`config.mk`:
```
export PLATFORM = sky130hd
export DESIGN_NAME = bounded_list_with_positional_insert_top
export DESIGN_NICKNAME = d
export VERILOG_FILES = /design/src/hw/rtl/blpi_pkg.sv /design/src/hw/rtl/blpi_cell.sv /design/src/hw/rtl/blpi_ctrl.sv /design/src/hw/rtl/bounded_list_with_positional_insert_top.sv
export SDC_FILE = /design/constraint.sdc
export NUM_CORES = 2
export LEC_CHECK = 0
export BUFFER_PORTS_ARGS = -buffer_cell sky130_fd_sc_hd__clkbuf_2
export CORE_UTILIZATION = 40
export CTS_CLUSTER_DIAMETER = 80
export DETAILED_ROUTE_END_ITERATION = 8
export PLACE_DENSITY = 0.55
export REMOVE_ABC_BUFFERS = 1
export SYNTH_ARGS = -nofsm -noshare
export SYNTH_HDL_FRONTEND = slang
export SYNTH_SLANG_ARGS = --single-unit
```
`constraint.sdc`:
```
create_clock -name clk -period 6.3 [get_ports clk]
set_input_delay 0.315 -clock clk [delete_from_list [all_inputs] [get_ports clk]]
set_output_delay 0.315 -clock clk [all_outputs]
set_load 0.01 [all_outputs]
```
`src/hw/rtl/blpi_pkg.sv`:
```
// ----------------------------------------------------------------------------
// blpi_pkg
// Shared types, codes and helpers for the bounded list with positional insert.
// ----------------------------------------------------------------------------
package blpi_pkg;

  localparam int CAPACITY_DEF   = 16;
  localparam int ELEM_WIDTH_DEF = 32;

  // Fixed port widths of the block.
  localparam int OP_W      = 3;
  localparam int VALUE_W   = 32;
  localparam int POS_W     = 5;
  localparam int CNT_OUT_W = 5;
  localparam int STATUS_W  = 2;

  // Width of a cell index; covers the largest supported capacity.
  localparam int IDX_W = 8;

  // Number of compare flags summed per cycle during a count.
  localparam int CHUNK_W = 8;

  typedef enum logic [OP_W-1:0] {
    OP_ADD_FRONT = 3'd0,
    OP_ADD_BACK  = 3'd1,
    OP_INSERT    = 3'd2,
    OP_REMOVE    = 3'd3,
    OP_READ      = 3'd4,
    OP_COUNT_GT  = 3'd5
  } op_t;

  typedef enum logic [STATUS_W-1:0] {
    ST_OK    = 2'd0,
    ST_FULL  = 2'd1,
    ST_EMPTY = 2'd2,
    ST_RANGE = 2'd3
  } status_t;

  typedef enum logic [1:0] {
    CMD_HOLD   = 2'd0,
    CMD_INSERT = 2'd1,
    CMD_REMOVE = 2'd2
  } cmd_op_t;

  // Command broadcast from the controller to every cell.
  typedef struct packed {
    cmd_op_t          op;
    logic [IDX_W-1:0] pos;
  } cmd_t;

  function automatic logic [3:0] popcount8(input logic [CHUNK_W-1:0] bits);
    logic [3:0] sum;
    sum = '0;
    for (int i = 0; i < CHUNK_W; i++) begin
      sum = sum + {3'b000, bits[i]};
    end
    return sum;
  endfunction

endpackage

```
`src/hw/rtl/blpi_cell.sv`:
```
// ----------------------------------------------------------------------------
// blpi_cell
// One list slot: holds an entry and its occupied flag, takes data from its
// left or right neighbor on insert or remove, and compares against threshold.
// ----------------------------------------------------------------------------
module blpi_cell #(
  parameter int INDEX      = 0,
  parameter int ELEM_WIDTH = blpi_pkg::ELEM_WIDTH_DEF
) (
  input  logic                          clk,
  input  logic                          rst_n,
  input  blpi_pkg::cmd_t                cmd,
  input  logic [ELEM_WIDTH-1:0]         ins_value,
  input  logic [blpi_pkg::VALUE_W-1:0]  threshold,
  input  logic [ELEM_WIDTH-1:0]         left_data,
  input  logic                          left_occ,
  input  logic [ELEM_WIDTH-1:0]         right_data,
  input  logic                          right_occ,
  output logic [ELEM_WIDTH-1:0]         data,
  output logic                          occ,
  output logic                          gt
);

  localparam int CMPW = (ELEM_WIDTH > blpi_pkg::VALUE_W) ? ELEM_WIDTH : blpi_pkg::VALUE_W;
  localparam logic [blpi_pkg::IDX_W-1:0] MY_IDX = blpi_pkg::IDX_W'(INDEX);

  logic [ELEM_WIDTH-1:0] data_r, data_nxt;
  logic                  occ_r, occ_nxt;

  always_comb begin
    data_nxt = data_r;
    occ_nxt  = occ_r;
    case (cmd.op)
      blpi_pkg::CMD_INSERT: begin
        if (MY_IDX > cmd.pos) begin
          data_nxt = left_data;
          occ_nxt  = left_occ;
        end else if (MY_IDX == cmd.pos) begin
          data_nxt = ins_value;
          occ_nxt  = 1'b1;
        end
      end
      blpi_pkg::CMD_REMOVE: begin
        data_nxt = right_data;
        occ_nxt  = right_occ;
      end
      default: begin
      end
    endcase
  end

  always_ff @(posedge clk) begin
    if (!rst_n) begin
      occ_r <= 1'b0;
    end else begin
      occ_r <= occ_nxt;
    end
  end

  always_ff @(posedge clk) begin
    data_r <= data_nxt;
  end

  assign data = data_r;
  assign occ  = occ_r;
  assign gt   = occ_r && (CMPW'(data_r) > CMPW'(threshold));

endmodule

```
`src/hw/rtl/blpi_ctrl.sv`:
```
// ----------------------------------------------------------------------------
// blpi_ctrl
// Operation decoder: checks bounds, drives the cell command, tracks the length
// and sums the cell compare flags a chunk at a time for the count operation.
// ----------------------------------------------------------------------------
module blpi_ctrl #(
  parameter int CAPACITY = blpi_pkg::CAPACITY_DEF
) (
  input  logic                            clk,
  input  logic                            rst_n,
  input  logic                            start,
  input  logic [blpi_pkg::OP_W-1:0]       op,
  input  logic [blpi_pkg::POS_W-1:0]      pos,
  input  logic [CAPACITY-1:0]             gt,
  output logic                            busy,
  output blpi_pkg::cmd_t                  cmd,
  output logic [$clog2(CAPACITY+1)-1:0]   len,
  output logic                            out_valid,
  output logic [blpi_pkg::CNT_OUT_W-1:0]  greater_count,
  output logic [blpi_pkg::STATUS_W-1:0]   status
);

  localparam int LW   = $clog2(CAPACITY + 1);
  localparam int NCH  = (CAPACITY + blpi_pkg::CHUNK_W - 1) / blpi_pkg::CHUNK_W;
  localparam int MW   = NCH * blpi_pkg::CHUNK_W;
  localparam int CHW  = (NCH > 1) ? $clog2(NCH) : 1;
  localparam int CMPW = (LW > blpi_pkg::POS_W) ? LW : blpi_pkg::POS_W;

  typedef enum logic [1:0] {
    S_IDLE  = 2'b01,
    S_COUNT = 2'b10
  } state_t;

  state_t              state_r, state_nxt;
  logic [LW-1:0]       len_r, len_nxt;
  logic                out_valid_r, out_valid_nxt;
  blpi_pkg::status_t   status_r, status_nxt;
  logic [LW-1:0]       cnt_r, cnt_nxt;
  logic [MW-1:0]       mask_r, mask_nxt;
  logic [CHW-1:0]      chunk_r, chunk_nxt;

  logic full, empty, accept;

  assign full   = (len_r == LW'(CAPACITY));
  assign empty  = (len_r == '0);
  assign accept = start && (state_r == S_IDLE);

  always_comb begin
    state_nxt     = state_r;
    len_nxt       = len_r;
    out_valid_nxt = 1'b0;
    status_nxt    = status_r;
    cnt_nxt       = cnt_r;
    mask_nxt      = mask_r;
    chunk_nxt     = chunk_r;
    cmd.op        = blpi_pkg::CMD_HOLD;
    cmd.pos       = '0;
    case (state_r)
      S_IDLE: begin
        if (accept) begin
          status_nxt    = blpi_pkg::ST_OK;
          cnt_nxt       = '0;
          out_valid_nxt = 1'b1;
          case (op)
            blpi_pkg::OP_ADD_FRONT: begin
              if (full) begin
                status_nxt = blpi_pkg::ST_FULL;
              end else begin
                cmd.op  = blpi_pkg::CMD_INSERT;
                cmd.pos = '0;
                len_nxt = len_r + LW'(1);
              end
            end
            blpi_pkg::OP_ADD_BACK: begin
              if (full) begin
                status_nxt = blpi_pkg::ST_FULL;
              end else begin
                cmd.op  = blpi_pkg::CMD_INSERT;
                cmd.pos = blpi_pkg::IDX_W'(len_r);
                len_nxt = len_r + LW'(1);
              end
            end
            blpi_pkg::OP_INSERT: begin
              // The range check takes priority over the full check.
              if (CMPW'(pos) > CMPW'(len_r)) begin
                status_nxt = blpi_pkg::ST_RANGE;
              end else if (full) begin
                status_nxt = blpi_pkg::ST_FULL;
              end else begin
                cmd.op  = blpi_pkg::CMD_INSERT;
                cmd.pos = blpi_pkg::IDX_W'(pos);
                len_nxt = len_r + LW'(1);
              end
            end
            blpi_pkg::OP_REMOVE: begin
              if (empty) begin
                status_nxt = blpi_pkg::ST_EMPTY;
              end else begin
                cmd.op  = blpi_pkg::CMD_REMOVE;
                len_nxt = len_r - LW'(1);
              end
            end
            blpi_pkg::OP_READ: begin
              if (empty) begin
                status_nxt = blpi_pkg::ST_EMPTY;
              end
            end
            blpi_pkg::OP_COUNT_GT: begin
              // Freeze the compare flags; the count state sums them a chunk at a time.
              out_valid_nxt = 1'b0;
              state_nxt     = S_COUNT;
              mask_nxt      = MW'(gt);
              chunk_nxt     = '0;
            end
            default: begin
            end
          endcase
        end
      end
      S_COUNT: begin
        cnt_nxt   = cnt_r + LW'(blpi_pkg::popcount8(mask_r[blpi_pkg::CHUNK_W-1:0]));
        mask_nxt  = mask_r >> blpi_pkg::CHUNK_W;
        chunk_nxt = chunk_r + CHW'(1);
        if (chunk_r == CHW'(NCH - 1)) begin
          state_nxt     = S_IDLE;
          out_valid_nxt = 1'b1;
        end
      end
      default: begin
        state_nxt = S_IDLE;
      end
    endcase
  end

  always_ff @(posedge clk) begin
    if (!rst_n) begin
      state_r     <= S_IDLE;
      len_r       <= '0;
      out_valid_r <= 1'b0;
    end else begin
      state_r     <= state_nxt;
      len_r       <= len_nxt;
      out_valid_r <= out_valid_nxt;
    end
  end

  always_ff @(posedge clk) begin
    status_r <= status_nxt;
    cnt_r    <= cnt_nxt;
    mask_r   <= mask_nxt;
    chunk_r  <= chunk_nxt;
  end

  assign busy          = (state_r != S_IDLE);
  assign len           = len_r;
  assign out_valid     = out_valid_r;
  assign greater_count = blpi_pkg::CNT_OUT_W'(cnt_r);
  assign status        = status_r;

`ifndef NO_ASSERTIONS
  a_len_bound: assert property (@(posedge clk) disable iff (!rst_n)
    len_r <= LW'(CAPACITY))
    else $error("list length exceeds capacity");

  a_single_result: assert property (@(posedge clk) disable iff (!rst_n)
    accept && (op != blpi_pkg::OP_COUNT_GT) |=> out_valid_r && !busy)
    else $error("single-cycle operation gave no result");

  a_count_busy: assert property (@(posedge clk) disable iff (!rst_n)
    accept && (op == blpi_pkg::OP_COUNT_GT) |=> busy && !out_valid_r)
    else $error("count operation did not hold the block busy");

  a_full_len: assert property (@(posedge clk) disable iff (!rst_n)
    out_valid_r && (status_r == blpi_pkg::ST_FULL) |-> full)
    else $error("full status reported on a list that is not full");
`endif

endmodule

```
`src/hw/rtl/bounded_list_with_positional_insert_top.sv`:
```
// ----------------------------------------------------------------------------
// bounded_list_with_positional_insert_top
// Ordered list of up to CAPACITY words held in a chain of cells.
// ----------------------------------------------------------------------------
// An item is taken when start is high and busy is low, and each item gives
// exactly one result, shown for one cycle with out_valid high; the receiver
// cannot stall it. Add, insert, remove, read and unused codes give their
// result in the cycle after the transfer and busy stays low, so such items
// may follow each other every cycle. A count holds busy high while the
// controller sums the cell compare flags eight per cycle, then gives its
// result. Rejected operations leave the list unchanged and report status.
// ----------------------------------------------------------------------------
module bounded_list_with_positional_insert_top #(
  parameter int CAPACITY   = blpi_pkg::CAPACITY_DEF,
  parameter int ELEM_WIDTH = blpi_pkg::ELEM_WIDTH_DEF
) (
  input  logic                            clk,
  input  logic                            rst_n,
  input  logic                            start,
  output logic                            busy,
  input  logic [blpi_pkg::OP_W-1:0]       in_operation,
  input  logic [blpi_pkg::VALUE_W-1:0]    in_value,
  input  logic [blpi_pkg::POS_W-1:0]      in_position,
  input  logic [blpi_pkg::VALUE_W-1:0]    in_threshold,
  output logic                            out_valid,
  output logic [blpi_pkg::VALUE_W-1:0]    out_front_value,
  output logic [blpi_pkg::CNT_OUT_W-1:0]  out_length,
  output logic [blpi_pkg::CNT_OUT_W-1:0]  out_greater_count,
  output logic [blpi_pkg::STATUS_W-1:0]   out_status
);

  localparam int LW = $clog2(CAPACITY + 1);

  blpi_pkg::cmd_t         cmd;
  logic [ELEM_WIDTH-1:0]  ins_value;
  logic [ELEM_WIDTH-1:0]  cell_data [CAPACITY];
  logic [CAPACITY-1:0]    cell_occ;
  logic [CAPACITY-1:0]    cell_gt;
  logic [LW-1:0]          len;

  assign ins_value = ELEM_WIDTH'(in_value);

  blpi_ctrl #(
    .CAPACITY (CAPACITY)
  ) u_ctrl (
    .clk           (clk),
    .rst_n         (rst_n),
    .start         (start),
    .op            (in_operation),
    .pos           (in_position),
    .gt            (cell_gt),
    .busy          (busy),
    .cmd           (cmd),
    .len           (len),
    .out_valid     (out_valid),
    .greater_count (out_greater_count),
    .status        (out_status)
  );

  for (genvar i = 0; i < CAPACITY; i++) begin : g_cell
    logic [ELEM_WIDTH-1:0] left_data, right_data;
    logic                  left_occ, right_occ;

    if (i == 0) begin : g_first
      assign left_data = '0;
      assign left_occ  = 1'b0;
    end else begin : g_inner_left
      assign left_data = cell_data[i-1];
      assign left_occ  = cell_occ[i-1];
    end

    // The last cell pulls in an empty slot when the list moves toward the front.
    if (i == CAPACITY - 1) begin : g_last
      assign right_data = '0;
      assign right_occ  = 1'b0;
    end else begin : g_inner_right
      assign right_data = cell_data[i+1];
      assign right_occ  = cell_occ[i+1];
    end

    blpi_cell #(
      .INDEX      (i),
      .ELEM_WIDTH (ELEM_WIDTH)
    ) u_cell (
      .clk        (clk),
      .rst_n      (rst_n),
      .cmd        (cmd),
      .ins_value  (ins_value),
      .threshold  (in_threshold),
      .left_data  (left_data),
      .left_occ   (left_occ),
      .right_data (right_data),
      .right_occ  (right_occ),
      .data       (cell_data[i]),
      .occ        (cell_occ[i]),
      .gt         (cell_gt[i])
    );
  end

  assign out_front_value = cell_occ[0] ? blpi_pkg::VALUE_W'(cell_data[0]) : '0;
  assign out_length      = blpi_pkg::CNT_OUT_W'(len);

`ifndef NO_ASSERTIONS
  a_occ_count: assert property (@(posedge clk) disable iff (!rst_n)
    $countones(cell_occ) == int'(len))
    else $error("occupied cells disagree with list length");

  a_occ_packed: assert property (@(posedge clk) disable iff (!rst_n)
    ((cell_occ >> 1) & ~cell_occ) == '0)
    else $error("occupied cells are not packed at the front");
`endif

endmodule

```
==> summary.txt <==
GRT
  – Gr ovfl total: 0
  – Vias in the first global route: 30716
  – Initial antenna violation count: 5
  – First-pass GRT wire length: 204 mm
  – GRT Util Overall: 26.9%
  – Largest net degree at the start of global routing: 236

Yosys
  – Sequential element share of the synthesized area: 41.1%
  – Xor/xnor cell area share of the yosys netlist: 0.217%
  – Syn_area_per_cell: 10.3 sq um
  – Synthesis-stage register bit count: 560
  – Top FF cell, synth: edfxtp_1
  – Post-Synth Simple-Gate Area: 11.0%
  – Synthesized instance count: 3899
  – Area of the mapped netlist: 40300 sq um
  – Post-synth EDFFs: 536
  – Largest family of logic cells by synthesized area: adder cells
  – Synth Area in Compound Gates: 14.7%
  – Fraction of registers with async set/reset: 0%
  – Mux contribution to synthesized area: 12.8%
  – Adder-cell area share of the yosys netlist: 16.8%
  – Synth warn: 0
  – Cell variety after synth: 78

Cells and area
  – Final net count: 4555
  – Diodes inserted: 0
  – Layout cells sized above 1: 8.99%
  – Synthesis-to-layout area growth: 10.1%
  – Finished Layout Cells: 5290

Clock tree
  – TritonCTS Sinks: 560
  – Hold_buf cts: 0
  – CTS H-tree lvls: 3
  – CTS Buf Count: 72
  – Setup Buffers After CTS: 0
  – CTS root buf: clkbuf_16
  – Post-CTS Resized: 0
  – Clock buffer depth: 3
  – CTS tree: yes
  – Reg clk slew, reported paths: 0.06 ns
  – Clock Latency Late Sink: 0.64 ns

Placed design
  – PortBufs: 120
  – GPL Wtd Cong: 0.911
  – DP Cell Count: 5167
  – Final HPWL DP: 97.4 mm

Floorplan
  – Row cnt: 116
  – Die height: 319 microns
  – I/O pin total: 121
  – Effective utilization at floorplan: 40.3%
  – Die area: 102000 sq um
  – Core box area: 100000 sq um
  – Die Span X: 319 microns

STA
  – Final hold violations: 0
  – Slew HR: 6.03%
  – Slew Limit Fails: 0
  – Final Cycle Share: 77.6%
  – RSZ-0062 raised after global routing: false
  – Worst hold margin: 0.0698 ns
  – Skew final: 0.0189 ns
  – Timing-limited maximum frequency: 205 MHz
  – Fin crit period: 4.89 ns
  – Setup_tns: 0 ns
  – Worst-Margin Slew: 1.40 ns
  – Setup-failing EPs final: 0

Route
  – DRC Markers: 0
  – Detailed Route Iter0 Violations: 2856
  – Drt total wl: 139 mm
  – Met2 routed wirelength: 63.6 mm
  – Highest metal used: met5
  – M1 WL: 61.3 mm
  – Avg WL per Cell: 26.3 microns
  – Total number of vias: 31403
  – Routed wl met3: 9.26 mm
  – Vias/cell: 5.94
  – Final ANT Viol Nets: 0
  – Pre-antenna DRT Iters: 6

Critical path
  – Most common cell type on the critical path: nand2_1
  – Worst Setup End Kind: register
  – Setup crit start kind: register
  – Crit-path cells: inv_1, ha_1, nand4_1, o221ai_1, nand2_1, nand2_1, nand2_1, and3_1, ha_1, or3_1, nor3_1, a21o_2, buf_4
  – Critical path class: reg2reg
  – Slowest stage delay, CP: 0.67 ns
  – Critical-path top delay cell: a21o_2
  – Worst EP arrival: 5.21 ns
  – Crit-path max FO: 18
  – WP data required: 6.62 ns

Job
  – Maximum Capacitance Violations: 0

Outcome
  – Outcome: finished clean

Power
  – Pwr dens: 219 nW/um^2
  – Worst vdd ir: 187 uV
  – Static Leak: 0.0168 uW

Hold path
  – Worst min path class: in2reg
[worst paths after layout]
kind,start,endpoint,slack (ns),cells after the start
setup / recovery,u_ctrl.len[4],g_cell[13].u_cell.data[10],1.41,13
hold / removal,start,u_ctrl.state_r[1],0.07,3
setup reg to reg,u_ctrl.len[4],g_cell[13].u_cell.data[10],1.41,13
hold reg to reg,g_cell[11].u_cell.occ,g_cell[11].u_cell.occ,0.47,2
[final cells by class]
type / instances / area (sq um)
well taps: 1298 / 1620
flip-flops and latches: 560 / 16600
clock inverters: 31 / 250
inverters: 95 / 357
fillers: 9544 / 55600
clock buffers: 92 / 1910
multi-input cells: 3035 / 22600
repair buffers: 179 / 1080
[synthesized netlist by cell type, types with 5 or more instances]
master     instances  area, sq um
nor3_1            16         80.1
nor4_1             8         50.1
nand2b_1          10         62.6
nor2_1           138          518
a21o_1           154         1160
a211oi_1          13         97.6
o21ai_2            5         43.8
nand4_1          124          776
o311ai_0           5         43.8
o21a_1            11         82.6
mux2_2            32          360
ha_1             531         6640
inv_1             94          353
a211o_1            6         52.6
nand3_1           21          105
o31a_1             9         78.8
and2_1            42          263
o31ai_1           10         75.1
and3_1             5         31.3
a21boi_0           6         45.0
a31oi_1            7         43.8
buf_2             43          215
xor2_1             5         43.8
o211ai_1          22          165
or3_1             12         75.1
dfxtp_1           24          480
nor2b_1           40          250
mux2i_1          481         4810
xnor2_1            5         43.8
nand2_1          534         2000
a21oi_1          156          781
buf_4             33          248
edfxtp_1         536        16100
fa_1               6          120
clkbuf_1         124          465
o21ai_0          483         2420
a2111oi_0         11         96.3
o21ai_1           63          315
[sequential cells by signal, summed over array words and instances (netlist names)]
name                  count
u_ctrl.status             2
u_ctrl.mask_r            16
u_ctrl.out_valid          1
g_cell.u_cell.occ        16
u_ctrl.greater_count      5
u_ctrl.state_r            2
u_ctrl.chunk_r            1
u_ctrl.len                5
g_cell.u_cell.data      512
[cells in the final DEF, fill, tap and decap left out, types with 18 or more instances in the layout]
cell and instances:
edfxtp_1 536, nand2_1 533, ha_1 530, o21ai_0 483, mux2i_1 481, a21o_1 151, a21oi_1 147, nor2_1 138
nand4_1 124, clkbuf_2 120, inv_1 94, clkbuf_16 73, o21ai_1 63, buf_4 56, and2_1 41, nor2b_1 40
mux2_2 32, dfxtp_1 23, o211ai_1 22, nand3_1 21, clkbuf_1 18
[logic make-up (layout without fill, tap and decap cells)]
logic type,after synthesis,count (layout)
buffers and inverters,304,397
XOR/XNOR,10,10
AND/OR/NAND/NOR,974,974
AO/OA/AOI/OAI,1001,1001
multiplexers,513,513
flip-flops,560,560
adder cells (fa/ha/maj),537,537
[per-stage QoR]
| stage | area, sq um | util (%) | power (uW) | setup slack (ns) |
|---|---|---|---|---|
| 3_5_place_dp | 42200 | 42.2 | 5840 | 1.49 |
| 4_1_cts | 44400 | 44.4 | 9770 | 1.48 |
| 5_1_grt | 44400 | 44.4 | 10100 | 1.22 |
| 3_3_place_gp | 42200 | 42.2 | 5810 | 1.57 |
| 2_1_floorplan | 39300 | - | 5310 | -15.02 |
| 6_report | 44400 | 44.4 | 9720 | 1.41 |
[power by group]
part           total [uW]  switching, uW  internal (uW)
Sequential           4430            153           4280
Clock                3940           1710           2220
Combinational        1350            864            482
[critical path: cells and delay by family, from the launching register on]
family | cells | cell delay (ns)
AND/OR/NAND/NOR | 7 | 1.42
AO/OA/AOI/OAI | 2 | 1.12
adder cells (fa/ha/maj) | 2 | 0.93
buffers and inverters | 2 | 0.55
flip-flops | 1 | 0.53
[routing by layer]
layer / up-vias / global-route usage (%)
met5: - / 0
met4: 4 / 8.82
met3: 211 / 4.51
met2: 994 / 43.4
met1: 15444 / 36.4
li1: 14750 / -
Note: power is estimated with default switching activity, not from simulation.
